## src/rtl/core/fpcs_pkg.sv

```systemverilog
// ----------------------------------------------------------------------------
// fpcs_pkg
// Shared types, constants and register indexes of the flux PLL cell separator.
// ----------------------------------------------------------------------------
`default_nettype none

package fpcs_pkg;

	// Field and register widths
	localparam int NOMINAL_W  = 12;
	localparam int PCT_W      = 6;
	localparam int RATIO_W    = 4;
	localparam int REJ_W      = 2;
	localparam int CFG_IDX_W  = 3;
	localparam int CFG_DATA_W = 12;
	localparam int INTV_W     = 16;
	localparam int COUNT_W    = 8;
	localparam int ERR_OUT_W  = 16;
	localparam int PHASE_W    = 32;

	// Working width of the phase arithmetic and of the shared divider
	localparam int AW    = 36;
	localparam int DIV_W = 34;

	localparam int DEF_SCALE_SHIFT = 4;
	localparam int MAX_CELLS       = 255;

	// Phase fold
	localparam logic signed [AW-1:0] FOLD_LIMIT = AW'(64'd531628032);
	localparam logic signed [AW-1:0] FOLD_STEP  = AW'(64'd265814016);

	localparam logic [ERR_OUT_W-1:0] ERR_NONE = 16'hFFFF;
	localparam logic [ERR_OUT_W-1:0] ERR_SAT  = 16'hFFFE;

	// x / 100 as (x * PCT_RECIP) >> PCT_RECIP_SHIFT, exact below 2^18
	localparam int PCT_RECIP_W     = 19;
	localparam int PCT_RECIP_SHIFT = 25;
	localparam logic [PCT_RECIP_W-1:0] PCT_RECIP = 19'd335545;

	// Rejection modes
	localparam logic [REJ_W-1:0] REJ_NONE = 2'd0;
	localparam logic [REJ_W-1:0] REJ_GCR  = 2'd1;
	localparam logic [REJ_W-1:0] REJ_FM   = 2'd2;

	// Register indexes
	localparam logic [CFG_IDX_W-1:0] REG_NOMINAL  = 3'd0;
	localparam logic [CFG_IDX_W-1:0] REG_WINDOW   = 3'd1;
	localparam logic [CFG_IDX_W-1:0] REG_FAST_NUM = 3'd2;
	localparam logic [CFG_IDX_W-1:0] REG_FAST_DEN = 3'd3;
	localparam logic [CFG_IDX_W-1:0] REG_SLOW_NUM = 3'd4;
	localparam logic [CFG_IDX_W-1:0] REG_SLOW_DEN = 3'd5;
	localparam logic [CFG_IDX_W-1:0] REG_REJ_MODE = 3'd6;

	// Reset values of the registers
	localparam logic [NOMINAL_W-1:0] NOMINAL_RST  = 12'd96;
	localparam logic [PCT_W-1:0]     WINDOW_RST   = 6'd18;
	localparam logic [RATIO_W-1:0]   FAST_NUM_RST = 4'd1;
	localparam logic [RATIO_W-1:0]   FAST_DEN_RST = 4'd2;
	localparam logic [RATIO_W-1:0]   SLOW_NUM_RST = 4'd3;
	localparam logic [RATIO_W-1:0]   SLOW_DEN_RST = 4'd4;

	typedef struct packed {
		logic [RATIO_W-1:0] fast_num;
		logic [RATIO_W-1:0] fast_den;
		logic [RATIO_W-1:0] slow_num;
		logic [RATIO_W-1:0] slow_den;
		logic [REJ_W-1:0]   rej_mode;
	} cfg_t;

	// Controller to datapath strobes
	typedef struct packed {
		logic load;
		logic prep;
		logic commit_bad;
		logic zero_step;
		logic step_start;
		logic adv;
		logic finish;
		logic mul;
		logic corr_start;
		logic apply;
		logic out_load;
	} cmd_t;

	// Datapath to controller status
	typedef struct packed {
		logic bad;
		logic beyond;
		logic cs_zero;
		logic corr;
		logic den_zero;
		logic div_done;
	} stat_t;

endpackage

`default_nettype wire

```

## src/rtl/core/flux_pll_cell_separator.sv

```systemverilog
// Flow: an interval is accepted only while the sequencer is idle, after the last item
//   has been handed off; a window step runs on the 34-bit shared divider, one quotient
//   bit per cycle, when the pulse lies beyond the window; correction with a nonzero
//   denominator uses it too. A full output register does not block acceptance, only
//   the final handoff of the next item.
// Reset: phases clear, cell size loads 96 << SCALE_SHIFT, registers take their defaults.
// ----------------------------------------------------------------------------
// flux_pll_cell_separator
// Digital PLL data separator: counts bit cells per flux interval and tracks
// the cell size with a ratio-based phase correction.
// ----------------------------------------------------------------------------
`default_nettype none

module flux_pll_cell_separator import fpcs_pkg::*; #(
	parameter int SCALE_SHIFT = DEF_SCALE_SHIFT
) (
	input  wire logic                  clk,
	input  wire logic                  arst_n,
	// input channel
	input  wire logic                  in_valid,
	output logic                       in_ready,
	input  wire logic [INTV_W-1:0]     pulse_interval,
	input  wire logic                  phase_correct,
	// output channel
	output logic                       out_valid,
	input  wire logic                  out_ready,
	output logic [COUNT_W-1:0]         cell_count,
	output logic                       bad_pulse,
	output logic [ERR_OUT_W-1:0]       phase_error,
	// configuration write port
	input  wire logic                  cfg_write_en,
	input  wire logic [CFG_IDX_W-1:0]  cfg_index,
	input  wire logic [CFG_DATA_W-1:0] cfg_data
);

	localparam int CS_W = NOMINAL_W + 1 + SCALE_SHIFT;
	localparam int PP_W = NOMINAL_W + PCT_W;
	localparam int WF_W = PP_W + PCT_RECIP_W;

	// Configuration registers
	logic [NOMINAL_W-1:0] nominal_q;
	logic [PCT_W-1:0]     pct_q;
	cfg_t                 cfg_q;

	// Clamp limits, registered through pct_prod_q and w_q into lim_lo_q and lim_hi_q
	logic [PP_W-1:0]      pct_prod_q;
	logic [WF_W-1:0]      w_full;
	logic [NOMINAL_W-1:0] w_q;
	logic [CS_W-1:0]      lim_lo_q;
	logic [CS_W-1:0]      lim_hi_q;

	// Output register
	logic                 out_valid_q;
	logic [COUNT_W-1:0]   cell_count_q;
	logic                 bad_pulse_q;
	logic [ERR_OUT_W-1:0] phase_error_q;

	cmd_t                 cmd;
	stat_t                stat;
	logic                 out_free;
	logic                 reload;
	logic [COUNT_W-1:0]   res_count;
	logic                 res_bad;
	logic [ERR_OUT_W-1:0] res_err;

	// Register writes; index 0 also reloads the cell size
	always_ff @(posedge clk or negedge arst_n) begin
		if (!arst_n) begin
			nominal_q      <= NOMINAL_RST;
			pct_q          <= WINDOW_RST;
			cfg_q.fast_num <= FAST_NUM_RST;
			cfg_q.fast_den <= FAST_DEN_RST;
			cfg_q.slow_num <= SLOW_NUM_RST;
			cfg_q.slow_den <= SLOW_DEN_RST;
			cfg_q.rej_mode <= REJ_NONE;
		end else if (cfg_write_en) begin
			case (cfg_index)
				REG_NOMINAL:  nominal_q      <= cfg_data[NOMINAL_W-1:0];
				REG_WINDOW:   pct_q          <= cfg_data[PCT_W-1:0];
				REG_FAST_NUM: cfg_q.fast_num <= cfg_data[RATIO_W-1:0];
				REG_FAST_DEN: cfg_q.fast_den <= cfg_data[RATIO_W-1:0];
				REG_SLOW_NUM: cfg_q.slow_num <= cfg_data[RATIO_W-1:0];
				REG_SLOW_DEN: cfg_q.slow_den <= cfg_data[RATIO_W-1:0];
				REG_REJ_MODE: cfg_q.rej_mode <= cfg_data[REJ_W-1:0];
				default: ;
			endcase
		end
	end

	assign reload = cfg_write_en && (cfg_index == REG_NOMINAL);

	// w = nominal * percent / 100 through a reciprocal multiply, then the
	// scaled lower and upper cell size bounds
	assign w_full = WF_W'(pct_prod_q) * WF_W'(PCT_RECIP);

	always_ff @(posedge clk) begin
		pct_prod_q <= PP_W'(nominal_q) * PP_W'(pct_q);
		w_q        <= w_full[PCT_RECIP_SHIFT +: NOMINAL_W];
		lim_lo_q   <= CS_W'(nominal_q - w_q) << SCALE_SHIFT;
		lim_hi_q   <= CS_W'({1'b0, nominal_q} + {1'b0, w_q}) << SCALE_SHIFT;
	end

	fpcs_ctrl u_ctrl (
		.clk      (clk),
		.arst_n   (arst_n),
		.in_valid (in_valid),
		.out_free (out_free),
		.stat     (stat),
		.in_ready (in_ready),
		.cmd      (cmd)
	);

	fpcs_datapath #(
		.SCALE_SHIFT (SCALE_SHIFT)
	) u_datapath (
		.clk            (clk),
		.arst_n         (arst_n),
		.cmd            (cmd),
		.cfg            (cfg_q),
		.reload         (reload),
		.reload_nominal (cfg_data[NOMINAL_W-1:0]),
		.lim_lo         (lim_lo_q),
		.lim_hi         (lim_hi_q),
		.in_interval    (pulse_interval),
		.in_corr        (phase_correct),
		.stat           (stat),
		.res_count      (res_count),
		.res_bad        (res_bad),
		.res_err        (res_err)
	);

	// Hold a finished item until taken; the sequencer only hands off when free
	assign out_free = !out_valid_q || out_ready;

	always_ff @(posedge clk or negedge arst_n) begin
		if (!arst_n) begin
			out_valid_q <= 1'b0;
		end else if (cmd.out_load) begin
			out_valid_q <= 1'b1;
		end else if (out_ready) begin
			out_valid_q <= 1'b0;
		end
	end

	always_ff @(posedge clk) begin
		if (cmd.out_load) begin
			cell_count_q  <= res_count;
			bad_pulse_q   <= res_bad;
			phase_error_q <= res_err;
		end
	end

	assign out_valid   = out_valid_q;
	assign cell_count  = cell_count_q;
	assign bad_pulse   = bad_pulse_q;
	assign phase_error = phase_error_q;

endmodule

`default_nettype wire

```

## src/rtl/core/fpcs_div.sv

```systemverilog
// ----------------------------------------------------------------------------
// fpcs_div
// Shared restoring divider, one quotient bit per cycle, MSB first.
// ----------------------------------------------------------------------------
`default_nettype none

module fpcs_div #(
	parameter int DIV_W = 34,
	parameter int DVS_W = 17,
	parameter int CNT_W = 6
) (
	input  wire logic             clk,
	input  wire logic             arst_n,
	input  wire logic             start,
	input  wire logic [DIV_W-1:0] dividend,
	input  wire logic [DVS_W-1:0] divisor,
	input  wire logic [CNT_W-1:0] iters,
	output logic                  done,
	output logic [DIV_W-1:0]      quo,
	output logic [DVS_W-1:0]      rem
);

	logic             busy_q;
	logic             done_q;
	logic [DIV_W-1:0] dvd_q;
	logic [DVS_W-1:0] dvs_q;
	logic [DIV_W-1:0] quo_q;
	logic [DVS_W-1:0] rem_q;
	logic [CNT_W-1:0] cnt_q;

	logic [DVS_W:0]   rem_sh;
	logic             q_bit;
	logic [DVS_W-1:0] rem_nxt;

	assign rem_sh  = {rem_q, dvd_q[DIV_W-1]};
	assign q_bit   = rem_sh >= {1'b0, dvs_q};
	assign rem_nxt = q_bit ? DVS_W'(rem_sh - {1'b0, dvs_q}) : rem_sh[DVS_W-1:0];

	always_ff @(posedge clk or negedge arst_n) begin
		if (!arst_n) begin
			busy_q <= 1'b0;
			done_q <= 1'b0;
		end else begin
			done_q <= 1'b0;
			if (start) begin
				busy_q <= 1'b1;
			end else if (busy_q && cnt_q == CNT_W'(1)) begin
				busy_q <= 1'b0;
				done_q <= 1'b1;
			end
		end
	end

	always_ff @(posedge clk) begin
		if (start) begin
			dvd_q <= dividend;
			dvs_q <= divisor;
			quo_q <= '0;
			rem_q <= '0;
			cnt_q <= iters;
		end else if (busy_q) begin
			dvd_q <= dvd_q << 1;
			rem_q <= rem_nxt;
			quo_q <= {quo_q[DIV_W-2:0], q_bit};
			cnt_q <= cnt_q - CNT_W'(1);
		end
	end

	assign done = done_q;
	assign quo  = quo_q;
	assign rem  = rem_q;

`ifndef SYNTHESIS
	a_rem_below_divisor: assert property (@(posedge clk) disable iff (!arst_n)
		done_q |-> (rem_q < dvs_q))
		else $error("divider remainder not below divisor");
`endif

endmodule

`default_nettype wire

```

## src/rtl/core/fpcs_datapath.sv

```systemverilog
// ----------------------------------------------------------------------------
// fpcs_datapath
// Phase state, window stepping, band rejection and cell size correction.
// ----------------------------------------------------------------------------
`default_nettype none

module fpcs_datapath import fpcs_pkg::*; #(
	parameter int SCALE_SHIFT = DEF_SCALE_SHIFT
) (
	input  wire logic                          clk,
	input  wire logic                          arst_n,
	input  wire cmd_t                          cmd,
	input  wire cfg_t                          cfg,
	input  wire logic                          reload,
	input  wire logic [NOMINAL_W-1:0]          reload_nominal,
	input  wire logic [NOMINAL_W+SCALE_SHIFT:0] lim_lo,
	input  wire logic [NOMINAL_W+SCALE_SHIFT:0] lim_hi,
	input  wire logic [INTV_W-1:0]             in_interval,
	input  wire logic                          in_corr,
	output stat_t                              stat,
	output logic [COUNT_W-1:0]                 res_count,
	output logic                               res_bad,
	output logic [ERR_OUT_W-1:0]               res_err
);

	localparam int CS_W   = NOMINAL_W + 1 + SCALE_SHIFT;
	localparam int ERR_W  = CS_W + 1;
	localparam int CORR_W = ERR_W + RATIO_W;
	localparam int NW     = CORR_W + 2;
	localparam int CNT_W  = $clog2(DIV_W + 1);
	localparam logic [CS_W-1:0] CS_RST = CS_W'(NOMINAL_RST) << SCALE_SHIFT;

	// Architectural state
	logic [PHASE_W-1:0] wphase_q;
	logic [PHASE_W-1:0] lphase_q;
	logic [CS_W-1:0]    cs_q;

	// Per-item working registers
	logic [INTV_W-1:0]       intv_q;
	logic                    corr_q;
	logic signed [AW-1:0]    ph_q;
	logic signed [AW-1:0]    pos_q;
	logic [COUNT_W-1:0]      count_q;
	logic signed [ERR_W-1:0] err_q;
	logic [CORR_W-1:0]       prod_q;
	logic [COUNT_W-1:0]      res_count_q;
	logic                    res_bad_q;
	logic [ERR_OUT_W-1:0]    res_err_q;

	logic signed [AW-1:0] ph0, la0, ph1, la1, pos1, ivl_s;
	logic                 fold;
	logic signed [AW-1:0] cs_s, half_s, right_s, gap, dvd_s, ph_adv, err_full;
	logic [COUNT_W-1:0]   cnt_adv;
	logic                 err_neg;
	logic [ERR_W-1:0]     mag;
	logic [RATIO_W-1:0]   num_sel, den_sel;
	logic [ERR_OUT_W-1:0] err_sat;

	logic             div_start, div_done;
	logic [DIV_W-1:0] div_dividend, div_quo;
	logic [CS_W-1:0]  div_divisor, div_rem;
	logic [CNT_W-1:0] div_iters;

	logic [CORR_W-1:0]    term;
	logic signed [NW-1:0] cs_ext, term_ext, cs_new, lo_ext, hi_ext, cs_clamp;

	function automatic logic [COUNT_W-1:0] reject(
		input logic [REJ_W-1:0]   mode,
		input logic [COUNT_W-1:0] cnt,
		input logic               early
	);
		logic [COUNT_W-1:0] c;
		c = cnt;
		case (mode)
			REJ_GCR: begin
				if (c == COUNT_W'(3)) c = early ? COUNT_W'(2) : COUNT_W'(4);
				if (c == COUNT_W'(5)) c = early ? COUNT_W'(4) : COUNT_W'(6);
			end
			REJ_FM: begin
				if (c == COUNT_W'(1)) c = COUNT_W'(2);
				if (c == COUNT_W'(3)) c = early ? COUNT_W'(2) : COUNT_W'(4);
				if (c > COUNT_W'(4)) c = COUNT_W'(4);
			end
			default: c = cnt;
		endcase
		return c;
	endfunction

	// Fold the phases and place the pulse
	assign ph0   = {{(AW-PHASE_W){wphase_q[PHASE_W-1]}}, wphase_q};
	assign la0   = {{(AW-PHASE_W){lphase_q[PHASE_W-1]}}, lphase_q};
	assign fold  = ph0 > FOLD_LIMIT;
	assign ph1   = fold ? ph0 - FOLD_STEP : ph0;
	assign la1   = fold ? la0 - FOLD_STEP : la0;
	assign ivl_s = $signed(AW'(intv_q) << SCALE_SHIFT);
	assign pos1  = la1 + ivl_s;

	// Window geometry on the current cell size
	assign cs_s    = $signed(AW'(cs_q));
	assign half_s  = $signed(AW'(cs_q >> 1));
	assign right_s = ph_q + cs_s;
	assign gap     = right_s - pos_q;
	assign err_full = pos_q - (ph_q + half_s);

	// Steps over the window: ceil((pos - right) / cs) = (pos - ph - 1) / cs
	assign dvd_s   = pos_q - ph_q - AW'(1);
	assign ph_adv  = pos_q - $signed(AW'(div_rem) + AW'(1));
	assign cnt_adv = (div_quo >= DIV_W'(MAX_CELLS - 1)) ? COUNT_W'(MAX_CELLS)
		: div_quo[COUNT_W-1:0] + COUNT_W'(1);

	// Correction ratio picked by the sign of the error
	assign err_neg = err_q[ERR_W-1];
	assign mag     = err_neg ? ERR_W'(-err_q) : ERR_W'(err_q);
	assign num_sel = err_neg ? cfg.slow_num : cfg.fast_num;
	assign den_sel = err_neg ? cfg.slow_den : cfg.fast_den;
	assign err_sat = (32'(mag) > 32'(ERR_SAT)) ? ERR_SAT : ERR_OUT_W'(mag);

	// Shared divider
	assign div_start    = cmd.step_start | cmd.corr_start;
	assign div_dividend = cmd.step_start ? dvd_s[DIV_W-1:0]
		: DIV_W'(prod_q) << (DIV_W - CORR_W);
	assign div_divisor  = cmd.step_start ? cs_q : CS_W'(den_sel);
	assign div_iters    = cmd.step_start ? CNT_W'(DIV_W) : CNT_W'(CORR_W);

	fpcs_div #(
		.DIV_W (DIV_W),
		.DVS_W (CS_W),
		.CNT_W (CNT_W)
	) u_div (
		.clk      (clk),
		.arst_n   (arst_n),
		.start    (div_start),
		.dividend (div_dividend),
		.divisor  (div_divisor),
		.iters    (div_iters),
		.done     (div_done),
		.quo      (div_quo),
		.rem      (div_rem)
	);

	// New cell size, truncated toward zero, then clamped
	assign term     = (den_sel == '0) ? '0 : div_quo[CORR_W-1:0];
	assign cs_ext   = $signed(NW'(cs_q));
	assign term_ext = $signed(NW'(term));
	assign cs_new   = err_neg ? cs_ext - term_ext : cs_ext + term_ext;
	assign lo_ext   = $signed(NW'(lim_lo));
	assign hi_ext   = $signed(NW'(lim_hi));
	assign cs_clamp = (cs_new < lo_ext) ? lo_ext : ((cs_new > hi_ext) ? hi_ext : cs_new);

	always_ff @(posedge clk or negedge arst_n) begin
		if (!arst_n) begin
			wphase_q <= '0;
			lphase_q <= '0;
			cs_q     <= CS_RST;
		end else begin
			if (cmd.commit_bad) begin
				wphase_q <= ph_q[PHASE_W-1:0];
				lphase_q <= pos_q[PHASE_W-1:0];
			end
			if (cmd.finish) begin
				wphase_q <= right_s[PHASE_W-1:0];
				lphase_q <= pos_q[PHASE_W-1:0];
			end
			if (reload) cs_q <= CS_W'(reload_nominal) << SCALE_SHIFT;
			if (cmd.apply) cs_q <= cs_clamp[CS_W-1:0];
		end
	end

	always_ff @(posedge clk) begin
		if (cmd.load) begin
			intv_q <= in_interval;
			corr_q <= in_corr;
		end
		if (cmd.prep) begin
			ph_q    <= ph1;
			pos_q   <= pos1;
			count_q <= COUNT_W'(1);
		end
		if (cmd.zero_step) begin
			ph_q    <= pos_q;
			count_q <= COUNT_W'(MAX_CELLS);
		end
		if (cmd.adv) begin
			ph_q    <= ph_adv;
			count_q <= cnt_adv;
		end
		if (cmd.commit_bad) begin
			res_count_q <= '0;
			res_bad_q   <= 1'b1;
			res_err_q   <= ERR_NONE;
		end
		if (cmd.finish) begin
			res_count_q <= reject(cfg.rej_mode, count_q, gap > half_s);
			res_bad_q   <= 1'b0;
			res_err_q   <= ERR_NONE;
			err_q       <= err_full[ERR_W-1:0];
		end
		if (cmd.mul) begin
			prod_q    <= CORR_W'(mag) * CORR_W'(num_sel);
			res_err_q <= err_sat;
		end
	end

	assign stat.bad      = pos_q < ph_q;
	assign stat.beyond   = pos_q > right_s;
	assign stat.cs_zero  = cs_q == '0;
	assign stat.corr     = corr_q;
	assign stat.den_zero = den_sel == '0;
	assign stat.div_done = div_done;

	assign res_count = res_count_q;
	assign res_bad   = res_bad_q;
	assign res_err   = res_err_q;

`ifndef SYNTHESIS
	a_cell_size_clamped: assert property (@(posedge clk) disable iff (!arst_n)
		cmd.apply |=> (cs_q >= $past(lim_lo) && cs_q <= $past(lim_hi)))
		else $error("corrected cell size outside its limits");
`endif

endmodule

`default_nettype wire

```

## src/rtl/core/fpcs_ctrl.sv

```systemverilog
// ----------------------------------------------------------------------------
// fpcs_ctrl
// Sequencer for one item: place, step, reject, correct, hand off.
// ----------------------------------------------------------------------------
`default_nettype none

module fpcs_ctrl import fpcs_pkg::*; (
	input  wire logic  clk,
	input  wire logic  arst_n,
	input  wire logic  in_valid,
	input  wire logic  out_free,
	input  wire stat_t stat,
	output logic       in_ready,
	output cmd_t       cmd
);

	typedef enum logic [3:0] {
		S_IDLE,
		S_PREP,
		S_EVAL,
		S_STEP,
		S_FIN,
		S_MUL,
		S_CSTART,
		S_CWAIT,
		S_APPLY,
		S_OUT
	} state_t;

	state_t state_q, state_d;

	always_comb begin
		state_d = state_q;
		cmd     = '0;
		case (state_q)
			S_IDLE: begin
				if (in_valid) begin
					cmd.load = 1'b1;
					state_d  = S_PREP;
				end
			end
			S_PREP: begin
				cmd.prep = 1'b1;
				state_d  = S_EVAL;
			end
			S_EVAL: begin
				if (stat.bad) begin
					cmd.commit_bad = 1'b1;
					state_d        = S_OUT;
				end else if (stat.beyond && stat.cs_zero) begin
					cmd.zero_step = 1'b1;
					state_d       = S_FIN;
				end else if (stat.beyond) begin
					cmd.step_start = 1'b1;
					state_d        = S_STEP;
				end else begin
					state_d = S_FIN;
				end
			end
			S_STEP: begin
				if (stat.div_done) begin
					cmd.adv = 1'b1;
					state_d = S_FIN;
				end
			end
			S_FIN: begin
				cmd.finish = 1'b1;
				state_d    = stat.corr ? S_MUL : S_OUT;
			end
			S_MUL: begin
				cmd.mul = 1'b1;
				state_d = stat.den_zero ? S_APPLY : S_CSTART;
			end
			S_CSTART: begin
				cmd.corr_start = 1'b1;
				state_d        = S_CWAIT;
			end
			S_CWAIT: begin
				if (stat.div_done) begin
					cmd.apply = 1'b1;
					state_d   = S_OUT;
				end
			end
			S_APPLY: begin
				cmd.apply = 1'b1;
				state_d   = S_OUT;
			end
			S_OUT: begin
				if (out_free) begin
					cmd.out_load = 1'b1;
					state_d      = S_IDLE;
				end
			end
			default: state_d = S_IDLE;
		endcase
	end

	always_ff @(posedge clk or negedge arst_n) begin
		if (!arst_n) begin
			state_q <= S_IDLE;
		end else begin
			state_q <= state_d;
		end
	end

	assign in_ready = state_q == S_IDLE;

`ifndef SYNTHESIS
	a_done_while_waiting: assert property (@(posedge clk) disable iff (!arst_n)
		stat.div_done |-> (state_q == S_STEP || state_q == S_CWAIT))
		else $error("divider finished outside a wait state");
`endif

endmodule

`default_nettype wire

```

## config.mk

```make
export PLATFORM = sky130hd
export DESIGN_NAME = flux_pll_cell_separator
export DESIGN_NICKNAME = d
export VERILOG_FILES = /design/src/rtl/core/fpcs_pkg.sv /design/src/rtl/core/flux_pll_cell_separator.sv /design/src/rtl/core/fpcs_div.sv /design/src/rtl/core/fpcs_datapath.sv /design/src/rtl/core/fpcs_ctrl.sv
export SDC_FILE = /design/constraint.sdc
export NUM_CORES = 2
export LEC_CHECK = 0
export ABC_AREA = 1
export BUFFER_PORTS_ARGS = -buffer_cell sky130_fd_sc_hd__buf_2
export CORE_ASPECT_RATIO = 0.75
export CORE_MARGIN = 2
export CORE_UTILIZATION = 50
export CTS_CLUSTER_SIZE = 30
export DETAILED_ROUTE_END_ITERATION = 12
export HOLD_SLACK_MARGIN = 0.15
export PLACE_DENSITY = 0.77
export SLEW_MARGIN = 40
export SYNTH_ARGS = -nofsm -noshare
export SYNTH_HDL_FRONTEND = slang
export SYNTH_SLANG_ARGS = --single-unit
export TNS_END_PERCENT = 30
```

## constraint.sdc

```tcl
create_clock -name clk -period 5.35 [get_ports clk]
set_input_delay 0.8025 -clock clk [delete_from_list [all_inputs] [get_ports clk]]
set_output_delay 0.8025 -clock clk [all_outputs]
set_load 0.02 [all_outputs]
```

Word-level counts from Yosys, hierarchy flattened
Cells that the tools add are included.
{ "totals": {"wordCells": 203, "output_inout_bits": 27, "input_bits": 37, "reg_bits": 475} }
{ "classes": {"n_eq_ne": 26, "n_bitwise": 1, "multipliers": 3, "add_sub_neg": 19, "muxes": 83, "magnitude_cmp": 10, "reduce_logical": 24} }
{ "ops": {"columns": ["cell", "count"], "rows": [
  ["$mux W36", 5],
  ["$mux W8", 17],
  ["$mux W32", 4],
  ["$mux W34", 3],
  ["$mux W17", 5],
  ["$sub A32 B29 Y33 const B", 2],
  ["$mux W16", 4],
  ["$mux W4", 10],
  ["$pmux W4 S10", 1],
  ["$mul A18 B19 Y37 const B", 1],
  ["$add A36 B18 Y36", 1],
  ["$add A36 B21 Y36", 1],
  ["$gt A36 B17 Y1", 1],
  ["$gt A36 B36 Y1", 1],
  ["$lt A36 B36 Y1", 1],
  ["$sub A36 B19 Y36", 1],
  ["$sub A36 B36 Y36", 1],
  ["$ge A34 B8 Y1 const B", 1],
  ["$sub A34 B2 Y34 const B", 1],
  ["$sub A34 B34 Y34", 1],
  ["$gt A32 B30 Y1 const B", 1],
  ["$gt A24 B18 Y1", 1],
  ["$lt A24 B18 Y1", 1],
  ["$mux W24", 1],
  ["other kinds (50)", 100]
]} }

Logic depth before layout (Yosys ltp)
{ "logic_depth": {"word_depth": 12, "mapped_depth": 41, "ltp_nobuf": 37} }

Hierarchy
Synthesis repeated with hierarchy kept, for this count alone.
{ "unflattened": {"hier_cells": 5982, "area_unflattened_um2": 45142.0} }
{ "by_module_without_submodules": {"columns": ["module", "instances", "cells_each", "area_per_inst_um2", "seq_area_each_um2"], "rows": [
  ["fpcs_datapath", 1, 3690, 26267.7, 6884.1],
  ["flux_pll_cell_separator", 1, 1577, 13178.9, 2788.9],
  ["fpcs_div", 1, 634, 5262.5, 2782.7],
  ["fpcs_ctrl", 1, 81, 432.9, 100.1]
]} }

Worst setup path after synthesis
No wires, ideal clock.
{ "synth_timing": {"kind": "flip-flop to flip-flop", "startpoint": "register u_datapath.cs_q[2]", "endpoint": "register u_datapath.count_q[0] (enable)", "path_buffers": 1, "stages_incl_launch_ff": 29, "path_slack_ps": -21, "setup_time_ps": 559, "synth_period_minus_slack_ps": 5371, "t_required_ps": 4791, "arrival_time_ps": 4812, "cell_sequence": "dfrtp_1 > ha_1 > a21oi_1 > nand2_1 > a21oi_1 > o21ai_1 > a21oi_1 > inv_1 > a21oi_1 > o21bai_1 > nand2_1 > nor2_1 > xor2_1 > ha_1 > nand2_1 > nor2_1 > inv_1 > nor2_1 > and3_1 > nand2_2 > nand2_2 > nand2_1 > a22oi_4 > nor2_1 > nand3_1 > nand2_1 > inv_2 > buf_2 > nand2_1"} }
{ "synth_via": {"elab_chain_cells": 7, "word_cells_on_any_way": 8, "classes_between": "add/sub: 1; order compare: 1; mux: 3; reduce/logical: 3"} }
{ "synth_rtl": {"columns": ["item", "line", "source"], "rows": [
  ["start, declared", "fpcs_datapath.sv:36", "logic [CS_W-1:0] cs_q;"],
  ["start signal, assigned", "fpcs_datapath.sv:164", "if (reload) cs_q <= CS_W'(reload_nominal) << SCALE_SHIFT;"],
  ["start signal, assigned", "fpcs_datapath.sv:165", "if (cmd.apply) cs_q <= cs_clamp[CS_W-1:0];"],
  ["$add A36 B18 Y36", "fpcs_datapath.sv:101", "assign right_s = ph_q + cs_s;"],
  ["$gt A36 B36 Y1", "fpcs_datapath.sv:205", "assign stat.beyond = pos_q > right_s;"],
  ["$logic_and A1 B1 Y1 (*)", "fpcs_ctrl.sv:50", "end else if (stat.beyond && stat.cs_zero) begin"],
  ["$mux W1 (*)", "fpcs_ctrl.sv:50", null],
  ["$mux W2 (*)", "fpcs_ctrl.sv:47", "if (stat.bad) begin"],
  ["$mux W3 (*)", "fpcs_ctrl.sv:35", "case (state_q)"],
  ["$reduce_bool A3 Y1 (no line) (*)", null, null],
  ["end signal, assigned", "fpcs_datapath.sv:181", "count_q <= COUNT_W'(MAX_CELLS);"],
  ["end signal, assigned", "fpcs_datapath.sv:185", "count_q <= cnt_adv;"],
  ["end, declared", "fpcs_datapath.sv:43", "logic [COUNT_W-1:0] count_q;"]
]} }
Mark *: on every way between the ends. The rest lies on a longest branch, timed or not.
A chain may end at the register's enable or synchronous reset.

Final worst setup path
{ "layout_timing": {"startpoint": "register pct_prod_q[14]", "endpoint": "register w_q[7]"} }
{ "layout_via": {"elab_chain_cells": 1} }
{ "layout_rtl": {"columns": ["item", "line", "source"], "rows": [
  ["start, declared", "flux_pll_cell_separator.sv:46", "logic [PP_W-1:0] pct_prod_q;"],
  ["start signal, assigned", "flux_pll_cell_separator.sv:97", "pct_prod_q <= PP_W'(nominal_q) * PP_W'(pct_q);"],
  ["$mul A18 B19 Y37", "flux_pll_cell_separator.sv:94", "assign w_full = WF_W'(pct_prod_q) * WF_W'(PCT_RECIP);"],
  ["net w_full[32]", "flux_pll_cell_separator.sv:47", "logic [WF_W-1:0] w_full;"],
  ["end signal, assigned", "flux_pll_cell_separator.sv:98", "w_q <= w_full[PCT_RECIP_SHIFT +: NOMINAL_W];"],
  ["end, declared", "flux_pll_cell_separator.sv:48", "logic [NOMINAL_W-1:0] w_q;"]
]} }
The timed path passes the listed nets, and every way through them passes these cells.

==> flow_metrics.env <==
export IMPL_outcome="completed"
export IMPL_regArea_mm2=0.0126
export IMPL_cts_made_buffers=51
export IMPL_io_buffer_count=63
export IMPL_max_slew_margin_rel_pct=43.7
export IMPL_dpl_instance_area_mm2=0.0465
export IMPL_ys_seq_elements=474
export IMPL_design_die_area_mm2=0.0885
export IMPL_clock_fmax_mhz=189
export IMPL_clock_skew_ns=0.0296
export IMPL_drive_gt1_share_pct=11.8
export IMPL_required_ns=5.86
export IMPL_die_h_um=258
export IMPL_drtIter0Drc=4044
export IMPL_dp_hpwl_um=107000
export IMPL_die_width_um=343
export IMPL_insertion_delay_ns=0.65
export IMPL_drc=0
export IMPL_min_period_ns=5.30
export IMPL_overflow=0
export IMPL_synth_cells=5461
export IMPL_synth_cell_types=65
export IMPL_grt_pass1_vias=36300
export IMPL_crit_arrival_ns=5.82
export IMPL_antenna_found_initial=4
export IMPL_r2r_end="w_q[7]$_DFF_P_"
export IMPL_tns_ns=0
export IMPL_rows=93
export IMPL_layout_cells_most_common="nand2_1"
export IMPL_fin_area_mm2=0.0492
export IMPL_setup_viol=0
export IMPL_synth_area_mm2=0.0431
export IMPL_cts_tree="yes"
export IMPL_multi_input_area_mm2=0.0273
export IMPL_vias=38700
export IMPL_synth_avg_cell_area_um2=7.89
export IMPL_grt_setup_unrepaired="yes"
export IMPL_slew_viol_final=0
export IMPL_core_area_mm2=0.0856
export IMPL_min_path_type="in -> async"
export IMPL_fillerInstances=7771
export IMPL_ys_seq_area_share_pct=29.2
export IMPL_viasPerCell=5.57
export IMPL_drtPass1Iterations=7
export IMPL_cts_root_buf="clkbuf_16"
export IMPL_io_pins=64
export IMPL_fin_crit_sh_pct=99.1
export IMPL_tightest_slew_ns=0.844
export IMPL_wire_per_inst_um=19.3
export IMPL_criticalPathCategory="reg -> reg"
export IMPL_reg2reg_from="pct_prod_q[14]$_DFF_P_"
export IMPL_ys_flop_type="edfxtp_1"
export IMPL_nets=6498
export IMPL_clock_sinks=474
export IMPL_layout_common_cells="nand2_1 (1,178), inv_1 (931), ha_1 (450)"
export IMPL_clk_path_buf_depth=3
export IMPL_start_util_pct=50.3
export IMPL_synth_edf_count=243
export IMPL_synth_warning_count=0
export IMPL_finalHoldViolCount=0
export IMPL_globalRouteTotalUtil_pct=29.9
export IMPL_reg2reg_depth=21
export IMPL_cp_end_kind="flip-flop"
export IMPL_async_reset_ff_share_pct=26.2
export IMPL_drt_total_wl_um=134000
export IMPL_grt_pass1_wl_um=207000
export IMPL_htree_levels=2
export IMPL_worst_setup_path_start_kind="flip-flop"
export IMPL_maxCapViolations=0
export IMPL_grt_max_degree=77
export IMPL_critPathMaxFanout=2
export IMPL_path_clk_slew_ns=0.06
export IMPL_globalplace_congestion=1.02
export IMPL_synthesis_nets=6197
export IMPL_rrSetupSlack_ns=0.05
export IMPL_areaGrowthSynthToFinish_pct=14.3
export IMPL_drtAntennaViolNets=0
export IMPL_cts_hold_buf=0
-- cell usage after synthesis (15+ instances only) --
cell type	instances	share of area [%]
nand2_1	1197	10
inv_1	942	8.2
ha_1	482	14
nor2_1	425	3.7
a21oi_1	372	4.3
o21ai_0	304	3.5
edfxtp_1	243	17
fa_1	217	10
xor2_1	197	4.0
nand3_1	192	2.2
dfrtp_1	113	6.6
dfxtp_1	107	5.0
nor3_1	76	0.88
xnor2_1	63	1.3
nand4_1	56	0.81
clkbuf_1	53	0.46
o211ai_1	49	0.85
o21bai_1	30	0.52
a31oi_1	27	0.39
o21ai_1	26	0.30
or2_2	25	0.36
nor4_1	23	0.33
o21ai_2	20	0.41
buf_2	19	0.22
nand2_2	19	0.28
a21o_1	18	0.31
o31ai_1	15	0.26
-- through the flow --
step	utilization, %	setup slack, ns	hold WS [ns]	std cells
2_1_floorplan	-	0.207	0.400	5461
3_3_place_gp	54.3	-0.169	0.401	6829
3_5_place_dp	54.3	-0.233	0.405	6829
4_1_cts	56.4	0.00535	0.232	6926
5_1_grt	57.5	-0.182	0.254	6946
6_report	57.5	0.0456	0.214	6946
-- layout make-up --
type	instances	share of cell area (%)
diodes	1	0.00508
clock buffers	69	2.83
clock inverters	27	0.625
inverters	956	7.30
multi-input cells	3941	55.5
flip-flops and latches	474	25.5
well taps	1140	2.90
repair buffers	338	5.29
-- kinds of logic after synthesis --
group	after synthesis	synth area share, %
DFF	474	29.2
muxes	3	0.0755
AOI/OAI and AO/OA	938	12.4
buffers and inverters	1046	9.37
xor gates and xnor gates	260	5.29
adders and majority gates	699	24.1
and+or+nand+nor	2041	19.6
-- how the worst max path moves through the flow --
stage                     depth (start not counted)  slack (ns)                    startpoint                                     to
after floorplan                                  18        0.21        pct_prod_q[12]$_DFF_P_                         w_q[9]$_DFF_P_
after global placement                           19       -0.17        pct_prod_q[12]$_DFF_P_                         w_q[9]$_DFF_P_
after detailed placement                         33       -0.23  u_datapath.ph_q[2]$_DFFE_PP_  u_datapath.res_count[1]$_SDFFCE_PN0P_
after CTS                                        24       0.005         pct_prod_q[6]$_DFF_P_                         w_q[7]$_DFF_P_
after global routing                             23       -0.18        pct_prod_q[14]$_DFF_P_                        w_q[11]$_DFF_P_
final                                            21        0.05        pct_prod_q[14]$_DFF_P_                         w_q[7]$_DFF_P_
-- registers in the layout (all words and copies together) (netlist names), 17 cells and up --
name	count
cfg_q	18
pct_prod_q	18
u_datapath.cs_q	17
u_datapath.err_q	18
u_datapath.lphase_q	32
u_datapath.ph_q	36
u_datapath.pos_q	36
u_datapath.prod_q	22
u_datapath.u_div.dvd_q	34
u_datapath.u_div.dvs_q	17
u_datapath.u_div.quo	34
u_datapath.u_div.rem	17
u_datapath.wphase_q	32
-- routing by layer --
layer	track usage, %	wire length (µm)	vias to the layer above
met4	7.07	3330	4
met5	0	23	-
met3	8.77	16800	199
met2	40.5	52100	1924
met1	46.1	61600	18200
li1	-	-	18400
-- worst max-delay path, cell delays in order (launching register included) --
cell      delay [ns]
dfxtp_2         0.33
fa_1            0.56
inv_1           0.06
fa_1            0.50
inv_2           0.05
fa_1            0.58
fa_1            0.47
fa_1            0.56
fa_1            0.43
ha_1            0.30
buf_4           0.14
a21oi_2         0.14
o21ai_2         0.07
a31oi_1         0.16
o211ai_1        0.14
buf_4           0.19
nand2_4         0.07
nand2_2         0.05
nand2_1         0.08
nand2_2         0.05
buf_6           0.12
xor2_1          0.13
-- repair_timing --
action,in CTS,in global routing
pin swaps,10,52
buffers inserted,1,18
gates cloned,0,1
resized for setup,16,176
endpoints found under the setup margin,89,289
Power is left out: the tool's default activity adds up to more than one toggle a clock period on the data nets, which glitch-free logic cannot reach.
